--- config.mk ---
export PLATFORM = sky130hd
export DESIGN_NAME = zero_run_encoder_unit
export DESIGN_NICKNAME = d
export VERILOG_FILES = /design/src/rtl/zre_pkg.sv /design/src/rtl/zero_run_encoder_unit.sv /design/src/rtl/zre_front.sv /design/src/rtl/zre_queue.sv /design/src/rtl/zre_back.sv
export VERILOG_INCLUDE_DIRS = /design/src /design/src/rtl
export SDC_FILE = /design/constraint.sdc
export NUM_CORES = 1
export LEC_CHECK = 0
export BUFFER_PORTS_ARGS = -buffer_cell sky130_fd_sc_hd__clkbuf_2
export CAP_MARGIN = 20
export CORE_UTILIZATION = 40
export CTS_CLUSTER_DIAMETER = 150
export DETAILED_ROUTE_END_ITERATION = 8
export SYNTH_ARGS = -nofsm -noshare
export SYNTH_HDL_FRONTEND = slang
export SYNTH_SLANG_ARGS = --single-unit
--- constraint.sdc ---
create_clock -name clk -period 17.3 [get_ports clk]
set_clock_uncertainty 0.1 [all_clocks]
set_input_delay 0 -clock clk [delete_from_list [all_inputs] [get_ports clk]]
set_output_delay 0 -clock clk [all_outputs]
set_load 0.1 [all_outputs]
--- src/rtl/assert_macros.svh ---
// Assertion macros shared by the zero run encoder modules.
`ifndef ASSERT_MACROS_SVH
`define ASSERT_MACROS_SVH

// Same-cycle implication, sampled on clk, off during rst.
`define ASSERT_IMPL(label, ante, cons) \
  label: assert property (@(posedge clk) disable iff (rst) (ante) |-> (cons)) \
    else $error("assertion failed: same-cycle implication");

// Next-cycle implication, sampled on clk, off during rst.
`define ASSERT_NEXT(label, ante, cons) \
  label: assert property (@(posedge clk) disable iff (rst) (ante) |=> (cons)) \
    else $error("assertion failed: next-cycle implication");

`endif

--- src/rtl/zre_pkg.sv ---
// Shared widths, constants and types of the zero run encoder.
package zre_pkg;

  localparam int VALUE_WIDTH  = 32;
  localparam int COUNT_WIDTH  = 32;
  localparam int LENGTH_WIDTH = 24;

  // Results one item can cause: run pair plus value or failure beat.
  localparam int MAX_RESULTS = 3;
  localparam int NUM_WIDTH   = $clog2(MAX_RESULTS + 1);
  localparam int POS_WIDTH   = $clog2(MAX_RESULTS);

  // Queue between front and back.
  localparam int QUEUE_DEPTH = 2;
  localparam int QPTR_WIDTH  = (QUEUE_DEPTH > 1) ? $clog2(QUEUE_DEPTH) : 1;
  localparam int QCNT_WIDTH  = $clog2(QUEUE_DEPTH + 1);

  typedef logic [VALUE_WIDTH-1:0]  value_t;
  typedef logic [COUNT_WIDTH-1:0]  count_t;
  typedef logic [LENGTH_WIDTH-1:0] length_t;

  localparam count_t COUNT_MAX = '1;

  // Encoded results of one item, oldest in slot 0.
  typedef struct packed {
    value_t [MAX_RESULTS-1:0] words;
    logic [NUM_WIDTH-1:0]     num;       // beats held, 1..MAX_RESULTS
    logic                     blk_end;   // final beat closes the block
    logic                     fail;      // final beat is the failure beat
  } zre_entry_t;

  // Queue occupancy flags seen by front and back.
  typedef struct packed {
    logic full;
    logic empty;
  } zre_qstat_t;

  // Run length placed on the word field.
  function automatic value_t count_word(input count_t c);
    return value_t'(c);
  endfunction

endpackage

--- src/rtl/zero_run_encoder_unit.sv ---
// Zero run encoder top level: front end, entry queue and output sequencer.
//
//  channel   direction  handshake                        payload
//  item      in         item_valid / item_ready          value[31:0]
//  result    out        result_valid / result_ready      word[31:0] run_last block_end status
//  config    in         block_length_write (no wait)     block_length[23:0]
//
// An item yields one to three result beats; the output register sends one beat per cycle
// while result_ready is high. Items whose words are all swallowed (inside a zero run,
// after a failure) yield no beats and do not enter the queue.
// The two-entry queue lets the front keep taking items while the output stalls.
// Reset (rst, synchronous) sets block_length to 1 and clears block state and queue.

module zero_run_encoder_unit (
  input  logic                   clk,
  input  logic                   rst,
  input  logic                   block_length_write,
  input  logic [23:0]            block_length,
  input  logic                   item_valid,
  output logic                   item_ready,
  input  logic [31:0]            value,
  output logic                   result_valid,
  input  logic                   result_ready,
  output logic [31:0]            word,
  output logic                   run_last,
  output logic                   block_end,
  output logic                   status
);

  zre_pkg::zre_qstat_t qstat;
  zre_pkg::zre_entry_t push_entry;
  zre_pkg::zre_entry_t head;
  logic                push;
  logic                pop;

  zre_front u_front (
    .clk                (clk),
    .rst                (rst),
    .block_length_write (block_length_write),
    .block_length       (block_length),
    .item_valid         (item_valid),
    .item_ready         (item_ready),
    .value              (value),
    .qstat              (qstat),
    .push               (push),
    .push_entry         (push_entry)
  );

  zre_queue u_queue (
    .clk        (clk),
    .rst        (rst),
    .push       (push),
    .push_entry (push_entry),
    .pop        (pop),
    .head       (head),
    .qstat      (qstat)
  );

  zre_back u_back (
    .clk          (clk),
    .rst          (rst),
    .head         (head),
    .qstat        (qstat),
    .pop          (pop),
    .result_valid (result_valid),
    .result_ready (result_ready),
    .word         (word),
    .run_last     (run_last),
    .block_end    (block_end),
    .status       (status)
  );

endmodule

--- src/rtl/zre_front.sv ---
// Front end: accepts words, tracks block state and builds result entries.
`include "assert_macros.svh"

module zre_front (
  input  logic                clk,
  input  logic                rst,
  input  logic                block_length_write,
  input  zre_pkg::length_t    block_length,
  input  logic                item_valid,
  output logic                item_ready,
  input  zre_pkg::value_t     value,
  input  zre_pkg::zre_qstat_t qstat,
  output logic                push,
  output zre_pkg::zre_entry_t push_entry
);

  // Block state
  zre_pkg::length_t len_reg;
  zre_pkg::count_t  zero_run;
  zre_pkg::length_t items_seen;
  zre_pkg::length_t words_out;
  logic             aborted;

  zre_pkg::count_t  zero_run_next;
  zre_pkg::length_t words_out_next;
  logic             fail;

  zre_pkg::length_t          len;
  zre_pkg::length_t          left;
  logic                      last;
  logic                      fire;
  logic [zre_pkg::COUNT_WIDTH-1:0] run_inc;
  logic [zre_pkg::LENGTH_WIDTH:0]  seen_inc;

  assign item_ready = !qstat.full;
  assign fire       = item_valid && item_ready;

  // Budget and end-of-block checks
  always_comb begin
    len      = (len_reg == '0) ? zre_pkg::length_t'(1) : len_reg;
    left     = (len > words_out) ? len - words_out : '0;
    seen_inc = {1'b0, items_seen} + (zre_pkg::LENGTH_WIDTH+1)'(1);
    last     = seen_inc >= {1'b0, len};
    run_inc  = zero_run + zre_pkg::count_t'(1);
  end

  // Encoding of one word
  always_comb begin
    push_entry       = '0;
    zero_run_next    = zero_run;
    words_out_next   = words_out;
    fail             = 1'b0;
    if (value != '0) begin
      zero_run_next = '0;
      if (zero_run != '0) begin
        if (left < zre_pkg::length_t'(2)) begin
          fail           = 1'b1;
          push_entry.num = zre_pkg::NUM_WIDTH'(1);
        end else if (left < zre_pkg::length_t'(3)) begin
          // pair fits, value does not
          fail                = 1'b1;
          push_entry.words[1] = zre_pkg::count_word(zero_run);
          push_entry.num      = zre_pkg::NUM_WIDTH'(3);
          words_out_next      = words_out + zre_pkg::length_t'(2);
        end else begin
          push_entry.words[1] = zre_pkg::count_word(zero_run);
          push_entry.words[2] = value;
          push_entry.num      = zre_pkg::NUM_WIDTH'(3);
          words_out_next      = words_out + zre_pkg::length_t'(3);
        end
      end else if (left == '0) begin
        fail           = 1'b1;
        push_entry.num = zre_pkg::NUM_WIDTH'(1);
      end else begin
        push_entry.words[0] = value;
        push_entry.num      = zre_pkg::NUM_WIDTH'(1);
        words_out_next      = words_out + zre_pkg::length_t'(1);
      end
    end else begin
      if (run_inc == zre_pkg::COUNT_MAX) begin
        // run saturates: flush at the maximum count
        zero_run_next = '0;
        if (left < zre_pkg::length_t'(2)) begin
          fail           = 1'b1;
          push_entry.num = zre_pkg::NUM_WIDTH'(1);
        end else begin
          push_entry.words[1] = zre_pkg::count_word(zre_pkg::COUNT_MAX);
          push_entry.num      = zre_pkg::NUM_WIDTH'(2);
          words_out_next      = words_out + zre_pkg::length_t'(2);
        end
      end else begin
        zero_run_next = run_inc;
        if (last) begin
          // end of block flushes the pending run
          if (left < zre_pkg::length_t'(2)) begin
            fail           = 1'b1;
            push_entry.num = zre_pkg::NUM_WIDTH'(1);
          end else begin
            push_entry.words[1] = zre_pkg::count_word(run_inc);
            push_entry.num      = zre_pkg::NUM_WIDTH'(2);
            words_out_next      = words_out + zre_pkg::length_t'(2);
          end
        end
      end
    end
    push_entry.fail    = fail;
    push_entry.blk_end = last || fail;
    if (aborted) begin
      push_entry.num = '0;
    end
  end

  assign push = fire && (push_entry.num != '0);

  // State registers
  always_ff @(posedge clk) begin
    if (rst) begin
      len_reg    <= zre_pkg::length_t'(1);
      zero_run   <= '0;
      items_seen <= '0;
      words_out  <= '0;
      aborted    <= 1'b0;
    end else if (block_length_write) begin
      len_reg    <= block_length;
      zero_run   <= '0;
      items_seen <= '0;
      words_out  <= '0;
      aborted    <= 1'b0;
    end else if (fire) begin
      if (last) begin
        zero_run   <= '0;
        items_seen <= '0;
        words_out  <= '0;
        aborted    <= 1'b0;
      end else begin
        items_seen <= seen_inc[zre_pkg::LENGTH_WIDTH-1:0];
        if (!aborted) begin
          zero_run  <= zero_run_next;
          words_out <= words_out_next;
          aborted   <= fail;
        end
      end
    end
  end

  // Checks
  `ASSERT_NEXT(a_abort_holds, fire && !block_length_write && !aborted && fail && !last, aborted)
  `ASSERT_IMPL(a_budget, 1'b1, words_out <= len)

endmodule

--- src/rtl/zre_queue.sv ---
// Short entry queue between the front end and the output sequencer.
`include "assert_macros.svh"

module zre_queue (
  input  logic                clk,
  input  logic                rst,
  input  logic                push,
  input  zre_pkg::zre_entry_t push_entry,
  input  logic                pop,
  output zre_pkg::zre_entry_t head,
  output zre_pkg::zre_qstat_t qstat
);

  zre_pkg::zre_entry_t mem [zre_pkg::QUEUE_DEPTH];
  logic [zre_pkg::QPTR_WIDTH-1:0] wr_ptr;
  logic [zre_pkg::QPTR_WIDTH-1:0] rd_ptr;
  logic [zre_pkg::QCNT_WIDTH-1:0] count;

  localparam logic [zre_pkg::QPTR_WIDTH-1:0] PTR_LAST =
    zre_pkg::QPTR_WIDTH'(zre_pkg::QUEUE_DEPTH - 1);

  assign head        = mem[rd_ptr];
  assign qstat.full  = count == zre_pkg::QCNT_WIDTH'(zre_pkg::QUEUE_DEPTH);
  assign qstat.empty = count == '0;

  // Entry storage
  always_ff @(posedge clk) begin
    if (push) begin
      mem[wr_ptr] <= push_entry;
    end
  end

  // Pointers and fill count
  always_ff @(posedge clk) begin
    if (rst) begin
      wr_ptr <= '0;
      rd_ptr <= '0;
      count  <= '0;
    end else begin
      if (push) begin
        wr_ptr <= (wr_ptr == PTR_LAST) ? '0 : wr_ptr + zre_pkg::QPTR_WIDTH'(1);
      end
      if (pop) begin
        rd_ptr <= (rd_ptr == PTR_LAST) ? '0 : rd_ptr + zre_pkg::QPTR_WIDTH'(1);
      end
      if (push && !pop) begin
        count <= count + zre_pkg::QCNT_WIDTH'(1);
      end else if (pop && !push) begin
        count <= count - zre_pkg::QCNT_WIDTH'(1);
      end
    end
  end

  // Checks
  `ASSERT_IMPL(a_no_overflow, push, !qstat.full)
  `ASSERT_IMPL(a_no_underflow, pop, !qstat.empty)
  `ASSERT_IMPL(a_entry_nonempty, push, push_entry.num != '0)

endmodule

--- src/rtl/zre_back.sv ---
// Output sequencer: plays each queued entry out one beat at a time.
`include "assert_macros.svh"

module zre_back (
  input  logic                clk,
  input  logic                rst,
  input  zre_pkg::zre_entry_t head,
  input  zre_pkg::zre_qstat_t qstat,
  output logic                pop,
  output logic                result_valid,
  input  logic                result_ready,
  output zre_pkg::value_t     word,
  output logic                run_last,
  output logic                block_end,
  output logic                status
);

  logic [zre_pkg::POS_WIDTH-1:0] pos;
  logic                          load;
  logic                          final_beat;
  zre_pkg::value_t               cur_word;

  // Next beat of the head entry
  always_comb begin
    load       = !qstat.empty && (!result_valid || result_ready);
    final_beat = (zre_pkg::NUM_WIDTH'(pos) + zre_pkg::NUM_WIDTH'(1)) == head.num;
    cur_word   = head.words[pos];
  end

  assign pop = load && final_beat;

  // Beat position within the entry
  always_ff @(posedge clk) begin
    if (rst) begin
      pos <= '0;
    end else if (load) begin
      pos <= final_beat ? '0 : pos + zre_pkg::POS_WIDTH'(1);
    end
  end

  // Output register
  always_ff @(posedge clk) begin
    if (rst) begin
      result_valid <= 1'b0;
    end else if (load) begin
      result_valid <= 1'b1;
    end else if (result_ready) begin
      result_valid <= 1'b0;
    end
  end

  always_ff @(posedge clk) begin
    if (load) begin
      word      <= cur_word;
      run_last  <= final_beat;
      block_end <= final_beat && head.blk_end;
      status    <= final_beat && head.fail;
    end
  end

  // Checks
  `ASSERT_IMPL(a_pos_in_entry, !qstat.empty, zre_pkg::NUM_WIDTH'(pos) < head.num)
  `ASSERT_NEXT(a_hold_stalled, result_valid && !result_ready, result_valid)
  `ASSERT_IMPL(a_status_last, result_valid && status, run_last && block_end)

endmodule

# == Word level (Yosys, flattened, before mapping) ==
# Memories as Yosys holds them, arrays and structs flattened. A register that Yosys moved wholly into a read port is not among the register bits.
# Cells that the tools add are included.
# totals
wordCells,123
inputBits,61
ff_bits,147
ram_bits,200
memories,1
out_inout_bits,37
# op_classes
eq_ne,7
addsub,11
reduce_logical,27
order_cmp,5
muxes,58
# mem_list
name,depth,width,read_ports,rd_ports_with_merged_regs,write_ports,line_no,text
u_queue.mem,2,100,1,1,1,zre_queue.sv:14,zre_pkg::zre_entry_t mem [zre_pkg::QUEUE_DEPTH];
# op_table
cell,n
32-bit 2-to-1 mux,15
24-bit 2-to-1 mux,12
64-bit 2-to-1 mux,2
32-bit binary-select mux with 2-bit select,1
32-bit nonzero test,2
"24-bit by 2-bit adder with 24-bit output, second input constant",2
24-bit zero test,2
"24-bit by 2-bit less-than comparator with 1-bit output, second input constant",2
"32-bit by 1-bit adder with 32-bit output, second input constant",1
"32-bit == test, second input constant",1
"24-bit by 1-bit adder with 25-bit output, second input constant",1
25-bit by 24-bit greater-or-equal comparator with 1-bit output,1
"24-bit by 1-bit adder with 24-bit output, second input constant",1
24-bit greater-than comparator,1
24-bit subtractor,1
2-bit 2-to-1 mux,10
1-bit 2-to-1 mux,18
1-bit logical AND,8
6-bit AND reduction,1
2-bit nonzero test,3
1-bit zero test,5
"2-bit by 1-bit adder with 2-bit output, second input constant",2
"4-bit by 3-bit != test with 1-bit output, second input constant",1
"2-bit by 3-bit less-than comparator with 1-bit output, second input constant",1
other kinds (12),14

# == Longest topological paths before layout ==
# depth
word_depth,16
depth_mapped,23

# == Cells and area by module ==
# Synthesis repeated with hierarchy kept, for this count alone.
# hier_totals
hier_cells,2023
area_unflattened_um2,19809.0
# modules_own_cells
mod,cells_per_inst,area_each_um2,instances,seq_area_each_um2
zre_front,1523,10427.5,1,2102.0
zre_queue,333,7459.7,1,6105.9
zre_back,167,1921.8,1,1111.1

# == Worst setup path before layout ==
# OpenSTA, ideal clock, no wires.
# synth_timing
path_type,register -> register
start,reg u_front.items_seen[5]
end,"mem u_queue.mem[0][0] (netlist name), enable pin"
arrival_ps,12659
path_stages_with_launch,20
path_buffers,2
setup_slack_ps,3737
path_cell_list,dfxtp_1 clkbuf_1 and4_1 inv_1 nor2_1 nand2_1 nor2_1 nand3_1 nor2_1 nand3_1 xnor2_1 ha_1 nand3_1 nor2_1 o2111ai_1 and2_1 clkbuf_1 nand2_1 nor2_1 nor4_1
# synth_between
elab_chain_cells,10
# synth_rtl
item,line_no,text
from (decl),zre_front.sv:20,zre_pkg::length_t items_seen;
from (signal assigned),zre_front.sv:136,items_seen <= seen_inc[zre_pkg::LENGTH_WIDTH-1:0];
24-bit by 1-bit adder with 25-bit output,zre_front.sv:42,"seen_inc = {1'b0, items_seen} + (zre_pkg::LENGTH_WIDTH+1)'(1);"
25-bit by 24-bit greater-or-equal comparator with 1-bit output,zre_front.sv:43,"last = seen_inc >= {1'b0, len};"
2-bit 2-to-1 mux,zre_front.sv:93,if (last) begin
2-bit 2-to-1 mux,zre_front.sv:80,if (run_inc == zre_pkg::COUNT_MAX) begin
2-bit 2-to-1 mux,zre_front.sv:53,if (value != '0) begin
2-bit 2-to-1 mux,zre_front.sv:108,if (aborted) begin
2-bit nonzero test,zre_front.sv:113,assign push = fire && (push_entry.num != '0);
1-bit logical AND,zre_front.sv:113,
1-bit 2-to-1 mux,zre_queue.sv:28,if (push) begin
1-bit 2-to-1 mux (not written as such),zre_queue.sv:29,mem[wr_ptr] <= push_entry;
to (decl),zre_queue.sv:14,
# No other way between the ends.

# == Worst setup path after layout ==
# layout_timing
start,reg u_front.items_seen[0]
end,reg u_front.words_out[21]
# layout_between
elab_chain_cells,4
elab_cells_between_ends,9
classes_between,1 x add/sub; 1 x order compare; 4 x eq/ne; 1 x mux; 2 x reduce/logical
# layout_rtl
item,line_no,text
24-bit by 1-bit adder with 25-bit output (*),zre_front.sv:42,
25-bit by 24-bit greater-or-equal comparator with 1-bit output (*),zre_front.sv:43,
"4-bit by 3-bit != test with 1-bit output (no source line), or another cell as far along",n/a,
6-bit AND reduction (no source line),n/a,
to (signal assigned),zre_front.sv:139,words_out <= words_out_next;
to (decl),zre_front.sv:21,zre_pkg::length_t words_out;
# Mark *: on every way between the ends. The rest lies on a longest branch, timed or not.
# A chain may end at the register's enable or synchronous reset.

==> flow_metrics.tcl <==
set metrics [dict create \
    mappedNetlistArea_sq_um 19580 \
    yosys-top-cells-area "sky130_fd_sc_hd__edfxtp_1 36%, sky130_fd_sc_hd__dfxtp_1 12%, sky130_fd_sc_hd__nor2_1 3.8%" \
    final.min_clock_period_ns 6.325 \
    hold_ws_ns 0.2122 \
    timing.max_cap.violations 0 \
    yosys_register_bits 348 \
    fin_tns_setup_ns 0 \
    max-clock-path-buffers 3 \
    insertedDiodeCount 0 \
    detail_route.wl_per_cell_microns 21.20 \
    crit_path_end_kind "flop" \
    finalMaxSlewViolations 0 \
    globalplace.congestion 0.9220 \
    syn_inst 1999 \
    drc 0 \
    async_flop_share_pct 0 \
    timing.final.crit_share_pct 36.56 \
    reg_top3 "u_queue.mem: 200 flops, u_back.word: 32 flops, u_front.zero_run: 32 flops" \
    layout.cells.most_common "sky130_fd_sc_hd__edfxtp_1" \
    max-vdd-ir-drop_mv 0.08121 \
    overflow 0 \
    layout.cells.most_common_list "235 x sky130_fd_sc_hd__edfxtp_1, 196 x sky130_fd_sc_hd__nor2_1, 140 x sky130_fd_sc_hd__nand2_1" \
    synth_area_per_cell_sq_um 9.794 \
    cp.arrival_ns 6.67 \
    clock_latency_ns 0.58 \
    largest_register_ff_count 200 \
    fillerInstances 4472 \
    cts_made_buffers 40 \
    tightestPinTransition_ns 1.141 \
    initial_core_util_pct 40.75 \
    port_buffers 97 \
    dr.first_iter.drc_count 1720 \
    hold_violations 0 \
    cp_data_required_time_ns 17.65 \
    finish.net_count 2216 \
    tritoncts "yes" \
    postCtsSetupRepairBufs 0 \
    worst-path-buf-inv 0 \
    number_of_enable_flip_flop_cells_after_synthesis 235 \
    slowest_stage "sky130_fd_sc_hd__o21ai_1" \
    slowest_delay_ns 0.93 \
    power_density_nw_per_um2 133.3 \
    fin_ws_ns 10.98 \
    layout-drive-gt1-share_pct 11.69 \
    ys_types 87 \
    ys_dominant_reg_cell "sky130_fd_sc_hd__edfxtp_1" \
    chipHeight_microns 223.2 \
    die_x_extent_microns 223.2 \
    path_delay_family "compound AO/OA/AOI/OAI gates" \
    place_ws_ns 11.15 \
    mappedNetlistNets 2117 \
    non_filler_cells_in_the_finished_layout 2745 \
    postRouteAntennaNets 0 \
    top_register "u_queue.mem" \
    grt_max_degree 75 \
    setup.worst_path.start_class "flop" \
    crit_path_max_fanout 13 \
    yosysTopAreaCell "sky130_fd_sc_hd__edfxtp_1" \
    antenna_found_initial 0 \
    ys.warnings.count 0 \
    clk_transition_reported_paths_ns 0.06 \
    maxClockFrequency_mhz 158.1 \
    boundaryPins 98 \
    drt_first_pass_iters 6 \
    core_region_area_sq_um 48050 \
    synth_seq_area_share_pct 47.60 \
    layout-area-overhead-vs-synth_pct 15.86 \
    dp_hpwl_mm 39.76 \
    drt_wl_total_mm 58.20 \
    num_vias 16501 \
    timing.final.setup_violations 0 \
    grt_pass1_vias 15707 \
    gr-usage-all-layers_pct 23.02 \
    crit_type "flop to flop" \
    place_inst 2587 \
    run_status "finished, final reports clean" \
    placement_rows 80 \
    htree_levels 2 \
    synth.top_cell.area_share_pct 36.05 \
    clock-sinks 348 \
    power.leakage_nw 8.085 \
    route.detailed.vias_per_inst 6.011 \
    power_mw 3.024 \
    global_route_wire_length_before_repair_mm 90.31 \
    cts-root-buf "sky130_fd_sc_hd__clkbuf_16" \
    worstPathCellList "and3_1, nand3_1, nor2_1, nand2_1, nor2_1, nand3_1, nor2_1, nand3_1, xnor2_1, ha_1, nand3_1, nor2_1, o2111ai_1, and2_1, a21oi_1, o211ai_2, o21ai_1, o21ai_0, a221o_1" \
    floorplan.die_area_sq_um 49830 \
    hold_path_class "input pin to flop" \
    timing.max_slew.rel_slack_pct 23.96 \
    unrepaired_setup_endpoints_after_global_routing "no" \
]
[area by class of cell]
| cell class | count | area [sq um] | area share [%] |
|---|---|---|---|
| timing repair buffer | 204 | 1500 | 6.614 |
| tap | 615 | 769.5 | 3.392 |
| sequential | 348 | 9323 | 41.10 |
| clock buffer | 51 | 1064 | 4.689 |
| clock inverter | 23 | 325.3 | 1.434 |
| multi-input combinational | 1392 | 9281 | 40.92 |
| inverter | 112 | 420.4 | 1.853 |
[cell usage after synthesis, drive strengths merged (6+ instances only)]
cell	n
buf	23
o31ai	7
a21boi	7
mux4	32
clkbuf	124
mux2i	64
inv	111
o21ai	91
nor2b	6
nand3	55
o22ai	52
dfxtp	113
a21o	21
nor3	37
a211oi	13
o21a	10
a22oi	12
a311oi	7
and4	14
xor2	18
nand4	49
o211ai	20
o31a	7
nand2	140
or4	11
nor2	199
ha	56
or2	10
o2111ai	6
nand2b	15
or3	18
a211o	6
a2bb2oi	10
and2	75
a21oi	132
xnor2	53
edfxtp	235
and3	10
nor4	44
a31oi	19
[path summary, 6_finish.rpt]
path         depth (start not counted)                   start                endpoint  slack, ns
max                                 19   u_front.items_seen[0]   u_front.words_out[21]      10.98
min                                  3                value[9]      u_queue.mem[0][77]       0.21
max reg2reg                         19   u_front.items_seen[0]   u_front.words_out[21]      10.98
min reg2reg                          2  u_front.items_seen[13]  u_front.items_seen[13]       0.39
[where the power goes]
group	internal, mW	switching, mW	total (mW)
Sequential	1.07	0.0571	1.13
Clock	0.545	0.360	0.905
Combinational	0.278	0.710	0.987
Total	1.90	1.13	3.02
[cells by family after synthesis]
family                   synth area share (%)
adder cells (fa/ha/maj)                 3.681
XOR/XNOR                                3.215
buffers and inverters                   5.113
multiplexers                            7.011
AO/OA/AOI/OAI                           15.38
flip-flops                              47.60
AND/OR/NAND/NOR                         18.00
[per-stage QoR]
step | utilization, % | area (sq um)
finish | 47.21 | 22680
global route | 47.21 | 22680
CTS | 47.19 | 22670
detailed placement | 42.57 | 20450
global placement | 42.55 | 20440
floorplan | - | 19580
[worst register-to-register path, cell delays in order (launching register included)]
cell and delay (ns):
sky130_fd_sc_hd__dfxtp_1 0.42, sky130_fd_sc_hd__and3_1 0.18, sky130_fd_sc_hd__nand3_1 0.18, sky130_fd_sc_hd__nor2_1 0.33
sky130_fd_sc_hd__nand2_1 0.13, sky130_fd_sc_hd__nor2_1 0.25, sky130_fd_sc_hd__nand3_1 0.23, sky130_fd_sc_hd__nor2_1 0.27
sky130_fd_sc_hd__nand3_1 0.16, sky130_fd_sc_hd__xnor2_1 0.15, sky130_fd_sc_hd__ha_1 0.30, sky130_fd_sc_hd__nand3_1 0.10
sky130_fd_sc_hd__nor2_1 0.15, sky130_fd_sc_hd__o2111ai_1 0.14, sky130_fd_sc_hd__and2_1 0.37, sky130_fd_sc_hd__a21oi_1 0.87
sky130_fd_sc_hd__o211ai_2 0.31, sky130_fd_sc_hd__o21ai_1 0.93, sky130_fd_sc_hd__o21ai_0 0.24, sky130_fd_sc_hd__a221o_1 0.40
[routing by layer]
metal | GRT usage (%) | vias to the layer above | routed length, microns
li1 | - | 7598 | -
met1 | 32.13 | 8148 | 26240
met2 | 37.63 | 664 | 27290
met3 | 2.608 | 91 | 3447
met4 | 6.630 | 0 | 1227
met5 | 0 | - | 0
[what timing repair did]
item                                   4_1_cts  5_1_grt
endpoints found under the hold margin      179        0
resized for setup                            0        0
hold buffers                                83        0
No activity file was read; power rests on OpenSTA's default activity.
